$ cat config.mk
export PLATFORM = sky130hd
export DESIGN_NAME = r2fft_ctrl
export DESIGN_NICKNAME = d
export VERILOG_FILES = /design/src/hw/rtl/r2fft_pkg.sv /design/src/hw/rtl/r2fft_ctrl.sv
export SDC_FILE = /design/constraint.sdc
export NUM_CORES = 1
export LEC_CHECK = 0
export BUFFER_PORTS_ARGS = -buffer_cell sky130_fd_sc_hd__buf_2
export CAP_MARGIN = 20
export CORE_MARGIN = 5
export CORE_UTILIZATION = 41
export CTS_BUF_LIST = sky130_fd_sc_hd__clkbuf_8
export CTS_CLUSTER_SIZE = 16
export DETAILED_ROUTE_END_ITERATION = 8
export GPL_TIMING_DRIVEN = 0
export PLACE_DENSITY_LB_ADDON = 0.08
export SYNTH_ARGS = -nofsm -noshare
export SYNTH_HDL_FRONTEND = slang
export SYNTH_SLANG_ARGS = --single-unit
$ cat constraint.sdc
create_clock -name clk -period 5.8 [get_ports clk]
set_clock_uncertainty 0.05 [all_clocks]
set_input_delay 0.29 -clock clk [delete_from_list [all_inputs] [get_ports clk]]
set_output_delay 0.29 -clock clk [all_outputs]
set_load 0.05 [all_outputs]
$ cat src/hw/rtl/r2fft_pkg.sv
// ----------------------------------------------------------------------------
// r2fft_pkg
// Shared types, constants and twiddle table functions of the radix-2 FFT.
// ----------------------------------------------------------------------------
package r2fft_pkg;

  localparam int MAX_LOG2_SIZE_DEF = 10;
  localparam int INPUT_WIDTH_DEF   = 24;
  localparam int WORD_WIDTH_DEF    = 36;
  localparam int BIN_INDEX_W       = 10;
  localparam int LOG2_W            = 4;
  localparam int CFG_INDEX_W       = 2;
  localparam int CFG_DATA_W        = 4;
  localparam int SIZE_LOG2_RESET   = 10;
  localparam int TW_W              = 19;
  localparam int TW_FRAC           = 17;
  localparam logic [63:0] PI_Q30   = 64'd3373259426;

  typedef enum logic {
    CMD_LOAD = 1'b0,
    CMD_READ = 1'b1
  } command_t;

  typedef enum logic [CFG_INDEX_W-1:0] {
    REG_SIZE_LOG2    = 2'd0,
    REG_INVERSE_MODE = 2'd1
  } cfg_reg_t;

  typedef enum logic [3:0] {
    DP_NOP    = 4'd0,
    DP_LOAD   = 4'd1,
    DP_READ   = 4'd2,
    DP_FETCH  = 4'd3,
    DP_MUL0   = 4'd4,
    DP_MUL1   = 4'd5,
    DP_MUL2   = 4'd6,
    DP_MUL3   = 4'd7,
    DP_ACC    = 4'd8,
    DP_WR_SUM = 4'd9,
    DP_WR_DIF = 4'd10,
    DP_SWAP_A = 4'd11,
    DP_SWAP_B = 4'd12,
    DP_SCALE  = 4'd13
  } dp_op_t;

  typedef struct packed {
    dp_op_t            op;
    logic              inverse;
    logic [LOG2_W-1:0] lg;
    logic              done;
  } dp_cmd_t;

  // Taylor term denominators (2i)(2i+1) for sine and (2i-1)(2i) for cosine.
  function automatic logic [63:0] div_sin_den(input int i, input logic [63:0] v);
    logic [63:0] q;
    case (i)
      1:       q = v / 64'd6;
      2:       q = v / 64'd20;
      3:       q = v / 64'd42;
      4:       q = v / 64'd72;
      5:       q = v / 64'd110;
      6:       q = v / 64'd156;
      7:       q = v / 64'd210;
      8:       q = v / 64'd272;
      9:       q = v / 64'd342;
      default: q = v / 64'd420;
    endcase
    return q;
  endfunction

  function automatic logic [63:0] div_cos_den(input int i, input logic [63:0] v);
    logic [63:0] q;
    case (i)
      1:       q = v / 64'd2;
      2:       q = v / 64'd12;
      3:       q = v / 64'd30;
      4:       q = v / 64'd56;
      5:       q = v / 64'd90;
      6:       q = v / 64'd132;
      7:       q = v / 64'd182;
      8:       q = v / 64'd240;
      9:       q = v / 64'd306;
      default: q = v / 64'd380;
    endcase
    return q;
  endfunction

  function automatic logic signed [TW_W-1:0] q30_to_q17(input logic signed [63:0] v);
    logic signed [63:0] t;
    logic [63:0] q;
    t = (v < 0) ? 64'sd0 : v;
    q = ($unsigned(t) + 64'd4096) >> 13;
    if (q > 64'd131072) begin
      q = 64'd131072;
    end
    return $signed(q[TW_W-1:0]);
  endfunction

  // Cosine and sine in Q17 of the angle 2*pi*m/2^max_log2, up to a quarter turn.
  function automatic logic [2*TW_W-1:0] tw_quarter(input logic [63:0] m, input int max_log2);
    logic [63:0] x;
    logic [63:0] ts;
    logic [63:0] tc;
    logic signed [63:0] ss;
    logic signed [63:0] cs;
    x  = (PI_Q30 * 64'd2 * m + (64'd1 << (max_log2 - 1))) >> max_log2;
    ts = x;
    tc = 64'd1 << 30;
    ss = $signed(x);
    cs = $signed(tc);
    for (int i = 1; i <= 10; i++) begin
      ts = div_sin_den(i, ((((ts * x) >> 30) * x) >> 30));
      tc = div_cos_den(i, ((((tc * x) >> 30) * x) >> 30));
      if ((i & 1) != 0) begin
        ss = ss - $signed(ts);
        cs = cs - $signed(tc);
      end else begin
        ss = ss + $signed(ts);
        cs = cs + $signed(tc);
      end
    end
    return {q30_to_q17(cs), q30_to_q17(ss)};
  endfunction

  function automatic logic [2*TW_W-1:0] tw_entry(input int k, input int max_log2);
    logic [2*TW_W-1:0] cs;
    logic signed [TW_W-1:0] c;
    logic signed [TW_W-1:0] s;
    int quarter;
    quarter = (1 << max_log2) >> 2;
    if (k <= quarter) begin
      cs = tw_quarter(64'(k), max_log2);
    end else begin
      cs = tw_quarter(64'(k - quarter), max_log2);
      c  = $signed(cs[2*TW_W-1:TW_W]);
      s  = $signed(cs[TW_W-1:0]);
      cs = {-s, c};
    end
    return cs;
  endfunction

endpackage

$ cat src/hw/rtl/r2fft_ctrl.sv
// ----------------------------------------------------------------------------
// r2fft_ctrl
// Command decode, configuration registers and the transform sequencer.
// ----------------------------------------------------------------------------
module r2fft_ctrl
  import r2fft_pkg::*;
#(
  parameter int MAX_LOG2_SIZE = MAX_LOG2_SIZE_DEF,
  localparam int AW = MAX_LOG2_SIZE,
  localparam int TW_AW = (MAX_LOG2_SIZE > 1) ? MAX_LOG2_SIZE - 1 : 1
) (
  input  logic                   clk,
  input  logic                   rst,
  input  logic                   start,
  input  logic                   command,
  input  logic [BIN_INDEX_W-1:0] bin_index,
  input  logic                   cfg_valid,
  input  logic [CFG_INDEX_W-1:0] cfg_index,
  input  logic [CFG_DATA_W-1:0]  cfg_data,
  output logic                   busy,
  output logic                   cfg_ready,
  output dp_cmd_t                cmd,
  output logic [AW-1:0]          addr_a,
  output logic [AW-1:0]          addr_b,
  output logic [TW_AW-1:0]       tw_addr
);

  typedef enum logic [13:0] {
    S_IDLE   = 14'd1,
    S_BR_CHK = 14'd2,
    S_BR_WA  = 14'd4,
    S_BR_WB  = 14'd8,
    S_BF_RD  = 14'd16,
    S_BF_M0  = 14'd32,
    S_BF_M1  = 14'd64,
    S_BF_M2  = 14'd128,
    S_BF_M3  = 14'd256,
    S_BF_ADD = 14'd512,
    S_BF_WA  = 14'd1024,
    S_BF_WB  = 14'd2048,
    S_SC_RD  = 14'd4096,
    S_SC_WR  = 14'd8192
  } state_t;

  localparam logic [LOG2_W-1:0] LG_RESET =
    LOG2_W'((SIZE_LOG2_RESET > MAX_LOG2_SIZE) ? MAX_LOG2_SIZE : SIZE_LOG2_RESET);

  state_t            state, state_next;
  logic [LOG2_W-1:0] lg, lg_next;
  logic              inverse, inverse_next;
  logic [AW:0]       load_count, load_count_next;
  logic              transform_done, transform_done_next;
  logic [AW-1:0]     cnt, cnt_next;
  logic [LOG2_W-1:0] stage, stage_next;
  dp_op_t            op;

  logic [AW:0]       n_full;
  logic [AW:0]       n_m1;
  logic [AW-1:0]     n_mask;
  logic [AW-1:0]     last_t;
  logic [AW:0]       lc_plus;
  logic [AW-1:0]     rev_full;
  logic [AW-1:0]     rev;
  logic [AW-1:0]     half_bit;
  logic [AW-1:0]     half_mask;
  logic [AW-1:0]     bf_a;
  logic [AW-1:0]     bf_b;
  logic [AW-1:0]     tw_full;
  logic [AW+BIN_INDEX_W-1:0] bin_ext;
  logic [AW-1:0]     rd_idx;

  assign n_full  = (AW+1)'(1) << lg;
  assign n_m1    = n_full - (AW+1)'(1);
  assign n_mask  = n_m1[AW-1:0];
  assign last_t  = n_mask >> 1;
  assign lc_plus = load_count + (AW+1)'(1);

  // Bit reversal over the full address, then aligned to the length in use.
  always_comb begin
    for (int b = 0; b < AW; b++) begin
      rev_full[b] = cnt[AW-1-b];
    end
  end
  assign rev = rev_full >> (LOG2_W'(MAX_LOG2_SIZE) - lg);

  // Butterfly t of a stage: insert a zero at the half-span bit to get the top leg.
  assign half_bit  = AW'(1) << (stage - LOG2_W'(1));
  assign half_mask = half_bit - AW'(1);
  assign bf_a      = ((cnt & ~half_mask) << 1) | (cnt & half_mask);
  assign bf_b      = bf_a | half_bit;
  assign tw_full   = (cnt & half_mask) << (LOG2_W'(MAX_LOG2_SIZE) - stage);
  assign tw_addr   = tw_full[TW_AW-1:0];

  assign bin_ext = {{AW{1'b0}}, bin_index};
  assign rd_idx  = bin_ext[AW-1:0] & n_mask;

  assign busy      = (state != S_IDLE);
  assign cfg_ready = (state == S_IDLE);

  always_comb begin
    unique case (state) inside
      S_IDLE: begin
        addr_a = (command == CMD_READ) ? rd_idx : load_count[AW-1:0];
        addr_b = addr_a;
      end
      S_BR_CHK, S_BR_WA, S_BR_WB: begin
        addr_a = cnt;
        addr_b = rev;
      end
      S_SC_RD, S_SC_WR: begin
        addr_a = cnt;
        addr_b = cnt;
      end
      default: begin
        addr_a = bf_a;
        addr_b = bf_b;
      end
    endcase
  end

  always_comb begin
    state_next          = state;
    lg_next             = lg;
    inverse_next        = inverse;
    load_count_next     = load_count;
    transform_done_next = transform_done;
    cnt_next            = cnt;
    stage_next          = stage;
    op                  = DP_NOP;
    unique case (state)
      S_IDLE: begin
        if (start) begin
          if (command == CMD_READ) begin
            op = DP_READ;
          end else begin
            op = DP_LOAD;
            transform_done_next = 1'b0;
            if (lc_plus == n_full) begin
              load_count_next = '0;
              cnt_next        = '0;
              state_next      = S_BR_CHK;
            end else begin
              load_count_next = lc_plus;
            end
          end
        end
      end
      S_BR_CHK: begin
        if (cnt < rev) begin
          op         = DP_FETCH;
          state_next = S_BR_WA;
        end else if (cnt == n_mask) begin
          if (lg == '0) begin
            transform_done_next = 1'b1;
            state_next          = S_IDLE;
          end else begin
            stage_next = LOG2_W'(1);
            cnt_next   = '0;
            state_next = S_BF_RD;
          end
        end else begin
          cnt_next = cnt + AW'(1);
        end
      end
      S_BR_WA: begin
        op         = DP_SWAP_A;
        state_next = S_BR_WB;
      end
      S_BR_WB: begin
        op = DP_SWAP_B;
        if (cnt == n_mask) begin
          if (lg == '0) begin
            transform_done_next = 1'b1;
            state_next          = S_IDLE;
          end else begin
            stage_next = LOG2_W'(1);
            cnt_next   = '0;
            state_next = S_BF_RD;
          end
        end else begin
          cnt_next   = cnt + AW'(1);
          state_next = S_BR_CHK;
        end
      end
      S_BF_RD: begin
        op         = DP_FETCH;
        state_next = S_BF_M0;
      end
      S_BF_M0: begin
        op         = DP_MUL0;
        state_next = S_BF_M1;
      end
      S_BF_M1: begin
        op         = DP_MUL1;
        state_next = S_BF_M2;
      end
      S_BF_M2: begin
        op         = DP_MUL2;
        state_next = S_BF_M3;
      end
      S_BF_M3: begin
        op         = DP_MUL3;
        state_next = S_BF_ADD;
      end
      S_BF_ADD: begin
        op         = DP_ACC;
        state_next = S_BF_WA;
      end
      S_BF_WA: begin
        op         = DP_WR_SUM;
        state_next = S_BF_WB;
      end
      S_BF_WB: begin
        op = DP_WR_DIF;
        if (cnt == last_t) begin
          cnt_next = '0;
          if (stage == lg) begin
            if (inverse) begin
              state_next = S_SC_RD;
            end else begin
              transform_done_next = 1'b1;
              state_next          = S_IDLE;
            end
          end else begin
            stage_next = stage + LOG2_W'(1);
            state_next = S_BF_RD;
          end
        end else begin
          cnt_next   = cnt + AW'(1);
          state_next = S_BF_RD;
        end
      end
      S_SC_RD: begin
        op         = DP_FETCH;
        state_next = S_SC_WR;
      end
      S_SC_WR: begin
        op = DP_SCALE;
        if (cnt == n_mask) begin
          transform_done_next = 1'b1;
          state_next          = S_IDLE;
        end else begin
          cnt_next   = cnt + AW'(1);
          state_next = S_SC_RD;
        end
      end
      default: begin
        state_next = S_IDLE;
      end
    endcase

    if (cfg_valid && cfg_ready) begin
      unique case (cfg_index)
        REG_SIZE_LOG2: begin
          lg_next = (cfg_data > CFG_DATA_W'(MAX_LOG2_SIZE)) ?
                    LOG2_W'(MAX_LOG2_SIZE) : LOG2_W'(cfg_data);
          load_count_next     = '0;
          transform_done_next = 1'b0;
        end
        REG_INVERSE_MODE: begin
          inverse_next = cfg_data[0];
        end
        default: begin
        end
      endcase
    end
  end

  assign cmd = '{op: op, inverse: inverse, lg: lg, done: transform_done};

  always_ff @(posedge clk) begin
    if (rst) begin
      state          <= S_IDLE;
      lg             <= LG_RESET;
      inverse        <= 1'b0;
      load_count     <= '0;
      transform_done <= 1'b0;
      cnt            <= '0;
      stage          <= '0;
    end else begin
      state          <= state_next;
      lg             <= lg_next;
      inverse        <= inverse_next;
      load_count     <= load_count_next;
      transform_done <= transform_done_next;
      cnt            <= cnt_next;
      stage          <= stage_next;
    end
  end

endmodule

==> out/metrics.cfg, run 1 <==
[run_status]
outcome = completed

[yosys]
async_flop_share = 0
yosysTopAreaCell = dfxtp_1
avgSynthCellArea_um2 = 6.99
yosysMostFrequentCell = nand2_1
ys_seq_area_frac = 0.157
syn_nets = 868
synth_ff_type = dfxtp_1
synth_top_area_share = 0.157
syn_area_um2 = 5750
yosys_warnings = 0
synth_seq_cells = 45
synth-edff-count = 0
synth_commonest_cells = nand2_1 (96), nor2_1 (63), o21ai_0 (57), clkbuf_1 (54), a21oi_1 (53)
syn_inst = 822
ys_top_cells_by_area = dfxtp_1 (16%), nand2_1 (6.3%), xnor2_1 (5.6%), ha_1 (5.4%), o21ai_0 (5.0%)
synth.distinct_cells = 81

[global_routing]
grt_first_pass_wirelength_um = 35000
grtUsageTotal = 0.267
met1_usage = 0.359
grt_max_degree = 15
grt_overflow_total = 0
use_met2 = 0.426
grt_pass1_vias = 6313
antenna_found_initial = 0
grt.busiest_layer = met2
gr-usage-met3 = 0.0602

[sta]
fin_crit_sh = 0.935
grt_setup_unrepaired = true
maxSlewHeadroom = 0.314
fin_crit_ns = 5.42
clock.fmax_ghz = 0.184
whs_ns = 0.191
worstMarginPinSlew_ns = 1.02
finalSetupViolCount = 0
setup-tns-final_ns = 0
timing.final.ws_setup_ns = 0.378
maxSlewViolCount = 0
final-hold-violation-count = 0

[min_path]
min_path_cells = 3
hold_path_class = input port to flip-flop

[clock_tree]
root_buffer = clkbuf_8
cts_setup_buffers = 0
cts_hold_buf = 0
cts_tree = yes
cts-resized-gates = 3
htreeDepth = 2
clk_pin_slew_worst_paths_ns = 0.09
cts.sinks = 45
numCtsBuffers = 5
insertion_delay_ns = 0.32
clk_path_buf_depth = 2

[job]
max-cap-violations = 0

[setup_path]
r2r_end = state[8]
max_stage_delay_ns = 0.50
crit_required_ns = 5.46
r2r_start = lg[0]
reg2reg_depth = 12
crit_path_start_kind = flip-flop
crit_start = lg[0]
cp.arrival_ns = 5.08
slowest_stage = dfxtp_2
path_cells = clkbuf_2 > inv_1 > ha_1 > clkbuf_1 > clkbuf_2 > nand2_1 > o211a_1 > a21oi_1 > nand2_1 > o21ai_0 > nand2_1 > ha_1 > a21o_1 > a21o_1 > a21oi_1 > o21a_1 > a21boi_2 > nand3b_1 > a211o_1 > nand3_1 > buf_2
critical_path_class = flip-flop to output port
cp-end-kind = output port
cp_common_cell = nand2_1
cp-endpoint = cmd[7]
r2r_slack_ns = 0.75
worstPathMaxFanout = 10

[placement]
gp_congestion = 0.967
numPortBuffers = 60
dp_hpwl_um = 17600
pre_cts_ws_ns = 0.0242
dpl_cell_area_um2 = 6270
dp.cells = 1062

[route]
ant_nets = 0
drcViolationCount = 0
vias = 6681
firstDrtPassIters = 6
drt_first_iter_violations = 820
via_per_inst = 6.25
routed_wl_um = 22500
wl_per_cell_um = 21.0

[floorplan]
fp.dieW_um = 128
die_y_um = 128
initial_core_util = 0.416
fp.dieArea_um2 = 16500
pin_count = 62
core_area_um2 = 13800
core.rowCount = 43

[layout]
final_nets = 934
n_fill_cell = 1442
final_cell_count_no_fill = 1069
design_area_um2 = 6410
syn2layout_area_growth_pct = 11.6
n_antenna_cell = 0
layout-drive-gt1-share = 0.129

[power_and_ir_drop]
power.leakage_nw = 2.44
vdd_drop_max_v = 0.0000854
p_per_area_nw_per_um2 = 125

## sequential cells by signal, indices dropped and copies added, names as in the netlist
| signal | count |
|---|---|
| cnt | 10 |
| load_count | 11 |
| lg | 4 |
| state | 14 |
| stage | 4 |
| inverse | 1 |
| transform_done | 1 |
## power by group
| part | total (mW) | leakage, nW | switching [mW] | internal [mW] |
|---|---|---|---|---|
| Combinational | 0.194 | 2.01 | 0.137 | 0.0573 |
| Sequential | 0.315 | 0.363 | 0.00377 | 0.311 |
| Clock | 0.296 | 0.0681 | 0.125 | 0.171 |
## through the flow
| stage | power, mW | utilization |
|---|---|---|
| global route | 0.837 | 0.464 |
| global placement | 0.511 | 0.454 |
| detailed placement | 0.512 | 0.454 |
| finish | 0.805 | 0.464 |
| floorplan | 0.457 | - |
| CTS | 0.805 | 0.464 |
## cell type report
| class | instances | area (um^2) | share of cell area |
|---|---|---|---|
| Multi-Input combinational cell | 675 | 4440 | 0.692 |
| Sequential cell | 45 | 902 | 0.141 |
| Timing Repair Buffer | 60 | 300 | 0.0468 |
| Buffer | 71 | 300 | 0.0468 |
| Tap cell | 180 | 225 | 0.0351 |
| Inverter | 30 | 113 | 0.0176 |
| Clock buffer | 5 | 68.8 | 0.0107 |
| Clock inverter | 3 | 65.1 | 0.0101 |
## cells in the final DEF, fill, tap and decap left out, types with 7 or more instances in the layout
cell	n
nor2b_1	11
xor2_1	14
nor4_1	12
buf_2	71
and2_1	7
o21ai_0	57
a211o_1	12
a31oi_1	12
o41ai_1	8
or3_1	15
a21oi_1	53
o22ai_1	7
ha_1	25
o31ai_1	8
clkbuf_1	51
a21o_1	7
nor3b_1	7
nor3_1	16
nand4_1	8
and3_1	12
inv_1	29
dfxtp_1	44
nor2_1	62
nand3_1	31
nand3b_1	10
nand2b_1	14
nand2_1	96
xnor2_1	37
mux2i_1	19
o211ai_1	7
## critical path: cells and delay by family (launching register included)
family,cells,cell delay (ns)
AO/OA/AOI/OAI,9,1.82
flip-flops,1,0.50
AND/OR/NAND/NOR,5,0.50
adder cells (fa/ha/maj),2,0.54
buffers and inverters,5,1.42
## per-layer routing
layer | up-vias | share of wire
met5 | - | 0
met2 | 303 | 0.46
met3 | 54 | 0.082
met1 | 3181 | 0.43
li1 | 3143 | -
met4 | 0 | 0.025
## cells by family after synthesis
| group | after synthesis | share of synthesized area |
|---|---|---|
| xor+xnor | 52 | 0.0816 |
| simple gates | 337 | 0.309 |
| mux | 27 | 0.0566 |
| buf+inv | 102 | 0.0718 |
| compound gates | 234 | 0.270 |
| fa+ha+maj | 25 | 0.0544 |
| flops | 45 | 0.157 |
## how the worst min path moves through the flow
stage                   start             end
3_3_place_gp   transform_done  transform_done
2_1_floorplan     cfg_data[3]           lg[3]
4_1_cts           cfg_data[0]         inverse
5_1_grt           cfg_data[0]         inverse
3_5_place_dp   transform_done  transform_done
6_report          cfg_data[0]         inverse
(Power assumes the default switching activity.)
==> inputs of run 2 (changes only) <==
--- a/config.mk
+++ b/config.mk
@@ -14,6 +14,7 @@
 export DETAILED_ROUTE_END_ITERATION = 8
 export GPL_TIMING_DRIVEN = 0
 export PLACE_DENSITY_LB_ADDON = 0.08
+export RECOVER_POWER = 100
 export SYNTH_ARGS = -nofsm -noshare
 export SYNTH_HDL_FRONTEND = slang
 export SYNTH_SLANG_ARGS = --single-unit
==> run 2 against run 1 <==
Design area is 0.84% lower. Global-route usage unchanged. Largest cell class unchanged. Total power fell by 0.21%.
==> out/metrics.cfg, run 2 (synthesized netlist as in run 1, its figures left out) <==
[sta]
grt_setup_unrepaired = true
fin_crit_ns = 5.54
final-hold-violation-count = 0
maxSlewViolCount = 0
whs_ns = 0.193
worstMarginPinSlew_ns = 1.09
fin_crit_sh = 0.956
timing.final.ws_setup_ns = 0.258
finalSetupViolCount = 0
clock.fmax_ghz = 0.180
maxSlewHeadroom = 0.270

[placement]
dp.cells = 1062
dp_hpwl_um = 17600
numPortBuffers = 60
gp_congestion = 0.967
dpl_cell_area_um2 = 6270
pre_cts_ws_ns = 0.0242

[route]
vias = 6761
ant_nets = 0
via_per_inst = 6.32
wl_per_cell_um = 21.0
drt_first_iter_violations = 872
routed_wl_um = 22400
drcViolationCount = 0
firstDrtPassIters = 5

[clock_tree]
clk_path_buf_depth = 2
insertion_delay_ns = 0.32
cts_setup_buffers = 0
cts_hold_buf = 0
cts_tree = yes
numCtsBuffers = 5
root_buffer = clkbuf_8
htreeDepth = 2
cts.sinks = 45
clk_pin_slew_worst_paths_ns = 0.09

[global_routing]
grtUsageTotal = 0.267
grt_first_pass_wirelength_um = 35000
grt_max_degree = 15
antenna_found_initial = 0
grt_overflow_total = 0
grt_pass1_vias = 6313

[setup_path]
r2r_start = lg[0]
worstPathMaxFanout = 10
cp.arrival_ns = 5.75
reg2reg_depth = 12
r2r_end = state[8]
crit_required_ns = 6.01
r2r_slack_ns = 0.26
critical_path_class = flip-flop to flip-flop
cp-end-kind = flip-flop
crit_path_start_kind = flip-flop

[power_and_ir_drop]
seq_power_share = 0.392
p_switching_mw = 0.266
comb_power_share = 0.237
vdd_drop_max_v = 0.0000854
p_per_area_nw_per_um2 = 126
p_int_mw = 0.537
clockPowerShare = 0.371
power.leakage_nw = 2.31
p_sw_frac = 0.332

[floorplan]
pin_count = 62
fp.dieArea_um2 = 16500
die_y_um = 128
core_area_um2 = 13800
initial_core_util = 0.416
core.rowCount = 43
fp.dieW_um = 128

[layout]
final_nets = 934
syn2layout_area_growth_pct = 10.7
post-route-util = 0.460
reg_top3 = state: 14 flops, load_count: 11 flops, cnt: 10 flops
layout-drive-gt1-share = 0.0922
final_cell_count_no_fill = 1069
final_cell_mix = nand2_1 (96), clkbuf_1 (83), nor2_1 (62)
n_antenna_cell = 0
design_area_um2 = 6360
top_register = state
layout_commonest_cell = nand2_1
largest_register_ffs = 14
n_fill_cell = 1457

[min_path]
min-delay-start = cfg_data[0]
min_path_cells = 3
hold_path_class = input port to flip-flop
min_to = inverse

[run_status]
outcome = completed

[job]
max-cap-violations = 0

[run 2: cell count changes in the layout (fill, tap and decap cells not counted), sizes merged]
cell / before / now
buf: 76 / 40
clkbuf: 60 / 96
[run 2: how the worst max path moves through the flow]
stage | startpoint | end | slack (ns) | depth (start not counted)
floorplan | stage[0] | tw_addr[6] | 0.74 | 19
global placement | lg[0] | cmd[6] | 0.04 | 21
detailed placement | lg[0] | cmd[6] | 0.02 | 21
CTS | lg[0] | cmd[6] | 0.04 | 21
global route | stage[0] | tw_addr[6] | -0.06 | 19
finish | lg[0] | state[8] | 0.26 | 12
[run 2: worst max-delay path, stage by stage (launching register included)]
cell,delay [ns]
dfxtp_2,0.50
clkbuf_2,0.34
inv_1,0.21
ha_1,0.29
nor4_1,0.84
o22ai_1,0.31
xnor2_1,0.20
nor4_1,0.51
or4b_4,0.52
nor4_1,0.92
nor4_1,0.19
nor3_2,0.35
and4b_1,0.25
[run 2: stage by stage]
stage / total power [mW] / setup TNS (ns)
2_1_floorplan: 0.457 / 0
3_3_place_gp: 0.511 / 0
3_5_place_dp: 0.512 / 0
4_1_cts: 0.805 / 0
5_1_grt: 0.834 / -0.0583
6_report: 0.803 / 0
[run 2: per-layer routing]
layer  vias up  share of wire  GRT usage  wire (um)
li1       3145              -          -          -
met1      3230           0.43      0.359       9590
met2       335           0.46      0.426      10300
met3        51          0.088     0.0602       1980
met4         0          0.028     0.0855        625
met5         -              0          0          0
[run 2: cell type report]
| cell class | count | area [um^2] | area share |
|---|---|---|---|
| multi-input combinational | 675 | 4420 | 0.696 |
| sequential | 45 | 902 | 0.142 |
| buffer | 71 | 298 | 0.0468 |
| timing repair buffer | 60 | 264 | 0.0415 |
| tap | 180 | 225 | 0.0354 |
| inverter | 30 | 113 | 0.0177 |
| clock buffer | 5 | 68.8 | 0.0108 |
| clock inverter | 3 | 65.1 | 0.0102 |
[run 2: power by group through the flow]
stage / Combinational (mW) / Clock [mW] / Sequential (mW)
after global placement: 0.189 / 0 / 0.322
final: 0.190 / 0.298 / 0.315
after CTS: 0.191 / 0.300 / 0.315
after floorplan: 0.134 / 0 / 0.324
after detailed placement: 0.190 / 0 / 0.322
after global routing: 0.203 / 0.316 / 0.315
[run 2: what timing repair did]
action	4_1_cts	5_1_grt
gates resized for setup	3	5
endpoints found under the setup margin	3	11
gates cloned	0	0
==> inputs of run 3 (changes only) <==
--- a/config.mk
+++ b/config.mk
@@ -15,6 +15,7 @@
 export GPL_TIMING_DRIVEN = 0
 export PLACE_DENSITY_LB_ADDON = 0.08
 export RECOVER_POWER = 100
+export REMOVE_ABC_BUFFERS = 1
 export SYNTH_ARGS = -nofsm -noshare
 export SYNTH_HDL_FRONTEND = slang
 export SYNTH_SLANG_ARGS = --single-unit
==> run 3 against run 2 <==
Maximum frequency increased by 2.4%. Final cell count decreased by 6.4%. Critical path type is now flip-flop to output port. Register-to-register slack improved by 0.21 ns. Largest power group unchanged. Sequential power increased by 1%. Largest cell class unchanged.
==> out/metrics.cfg, run 3 (synthesized netlist as in run 1, its figures left out) <==
[clock_tree]
cts_tree = yes
root_buffer = clkbuf_8
numCtsBuffers = 5
cts_setup_buffers = 0
cts.sinks = 45
clk_pin_slew_worst_paths_ns = 0.10
clk_path_buf_depth = 2
insertion_delay_ns = 0.32
htreeDepth = 2

[layout]
reg_top3 = state: 14 flops, load_count: 11 flops, cnt: 10 flops
final_cell_mix = nand2_1 (96), nor2_1 (63), o21ai_0 (57)
design_area_um2 = 6100
post-route-util = 0.441
n_antenna_cell = 0
largest_register_ffs = 14
final_nets = 866
layout_commonest_cell = nand2_1
n_fill_cell = 1438
top_register = state
syn2layout_area_growth_pct = 6.14
layout-drive-gt1-share = 0.0804

[run_status]
outcome = completed

[min_path]
min_to = inverse
min_path_cells = 3
min-delay-start = cfg_data[0]
hold_path_class = input port to flip-flop

[route]
drcViolationCount = 0
via_per_inst = 6.26
routed_wl_um = 20400
vias = 6263
drt_first_iter_violations = 629
wl_per_cell_um = 20.4
firstDrtPassIters = 7
ant_nets = 0

[floorplan]
initial_core_util = 0.416
core.rowCount = 43
fp.dieArea_um2 = 16500
fp.dieW_um = 128
die_y_um = 128
pin_count = 62
core_area_um2 = 13800

[global_routing]
antenna_found_initial = 0
grtUsageTotal = 0.242
grt_pass1_vias = 5717
grt_first_pass_wirelength_um = 32100
grt_max_degree = 38
grt_overflow_total = 0

[setup_path]
r2r_slack_ns = 0.47
reg2reg_depth = 12
worstPathMaxFanout = 25
cp-end-kind = output port
crit_path_start_kind = flip-flop
critical_path_class = flip-flop to output port
cp.arrival_ns = 5.07
r2r_end = state[3]
crit_required_ns = 5.46
r2r_start = lg[0]

[sta]
maxSlewViolCount = 0
clock.fmax_ghz = 0.185
final-hold-violation-count = 0
maxSlewHeadroom = 0.290
grt_setup_unrepaired = false
worstMarginPinSlew_ns = 1.06
fin_crit_ns = 5.41
fin_crit_sh = 0.934
finalSetupViolCount = 0

[power_and_ir_drop]
p_per_area_nw_per_um2 = 130
vdd_drop_max_v = 0.0000907
power.leakage_nw = 2.17

[placement]
dpl_cell_area_um2 = 5980
dp_hpwl_um = 15500
numPortBuffers = 61
gp_congestion = 0.953

[job]
max-cap-violations = 0

-- run 3: what timing repair did --
action	4_1_cts	5_1_grt
gates resized for setup	1	3
setup endpoints to repair	10	12
hold buffers	0	0
-- run 3: power breakdown --
group / internal, mW / leakage (nW) / switching, mW / total, mW
clock network: 0.174 / 0.0687 / 0.125 / 0.298
logic: 0.0515 / 1.74 / 0.125 / 0.177
registers: 0.311 / 0.363 / 0.00861 / 0.319
-- run 3: worst max-delay path by stage --
stage / startpoint / to / slack, ns / cells past startpoint
after floorplan: lg[0] / cnt[4] / 0.96 / 13
after global placement: lg[0] / cnt[4] / -0.11 / 13
after detailed placement: lg[0] / cnt[4] / -0.12 / 13
after CTS: lg[0] / cnt[4] / 0.15 / 13
after global routing: stage[0] / tw_addr[6] / 0.03 / 16
final: stage[0] / tw_addr[6] / 0.39 / 16
-- run 3: metrics by stage --
step	TNS [ns]	hold slack, ns	setup WS [ns]	instances	total power [mW]
4_1_cts	0	0.174	0.151	999	0.802
3_3_place_gp	-0.263	0.399	-0.112	991	0.503
3_5_place_dp	-0.398	0.420	-0.121	991	0.505
6_report	0	0.180	0.385	1001	0.795
2_1_floorplan	0	0.309	0.959	750	0.449
5_1_grt	0	0.195	0.0333	1001	0.826
-- run 3: cell type report --
type,count,area [um^2],share of cell area
Clock buffer,5,68.8,0.0113
Inverter,30,113,0.0185
Multi-Input combinational cell,675,4420,0.725
Tap cell,180,225,0.0369
Clock inverter,3,68.8,0.0113
Sequential cell,45,902,0.148
Timing Repair Buffer,63,302,0.0494
-- run 3: worst max-delay path, cell delays in order, from the launching register on --
cell and delay, ns:
dfxtp_1 0.85, inv_1 0.32, ha_1 0.31, ha_1 0.56, nand2_1 0.12, nor2_1 0.39
inv_1 0.09, ha_1 0.30, a31oi_1 0.20, nand2_1 0.07, a32oi_1 0.29, and2_1 0.30
nand2_1 0.08, o311ai_0 0.12, o21ai_0 0.16, a211oi_1 0.26, clkbuf_2 0.32
-- run 3: routing by layer --
metal,share of wire,vias to the layer above,track usage
met3,0.045,36,0.0208
met4,0.019,0,0.0537
met5,0,-,0
met1,0.47,3018,0.349
li1,-,3000,-
met2,0.47,209,0.394
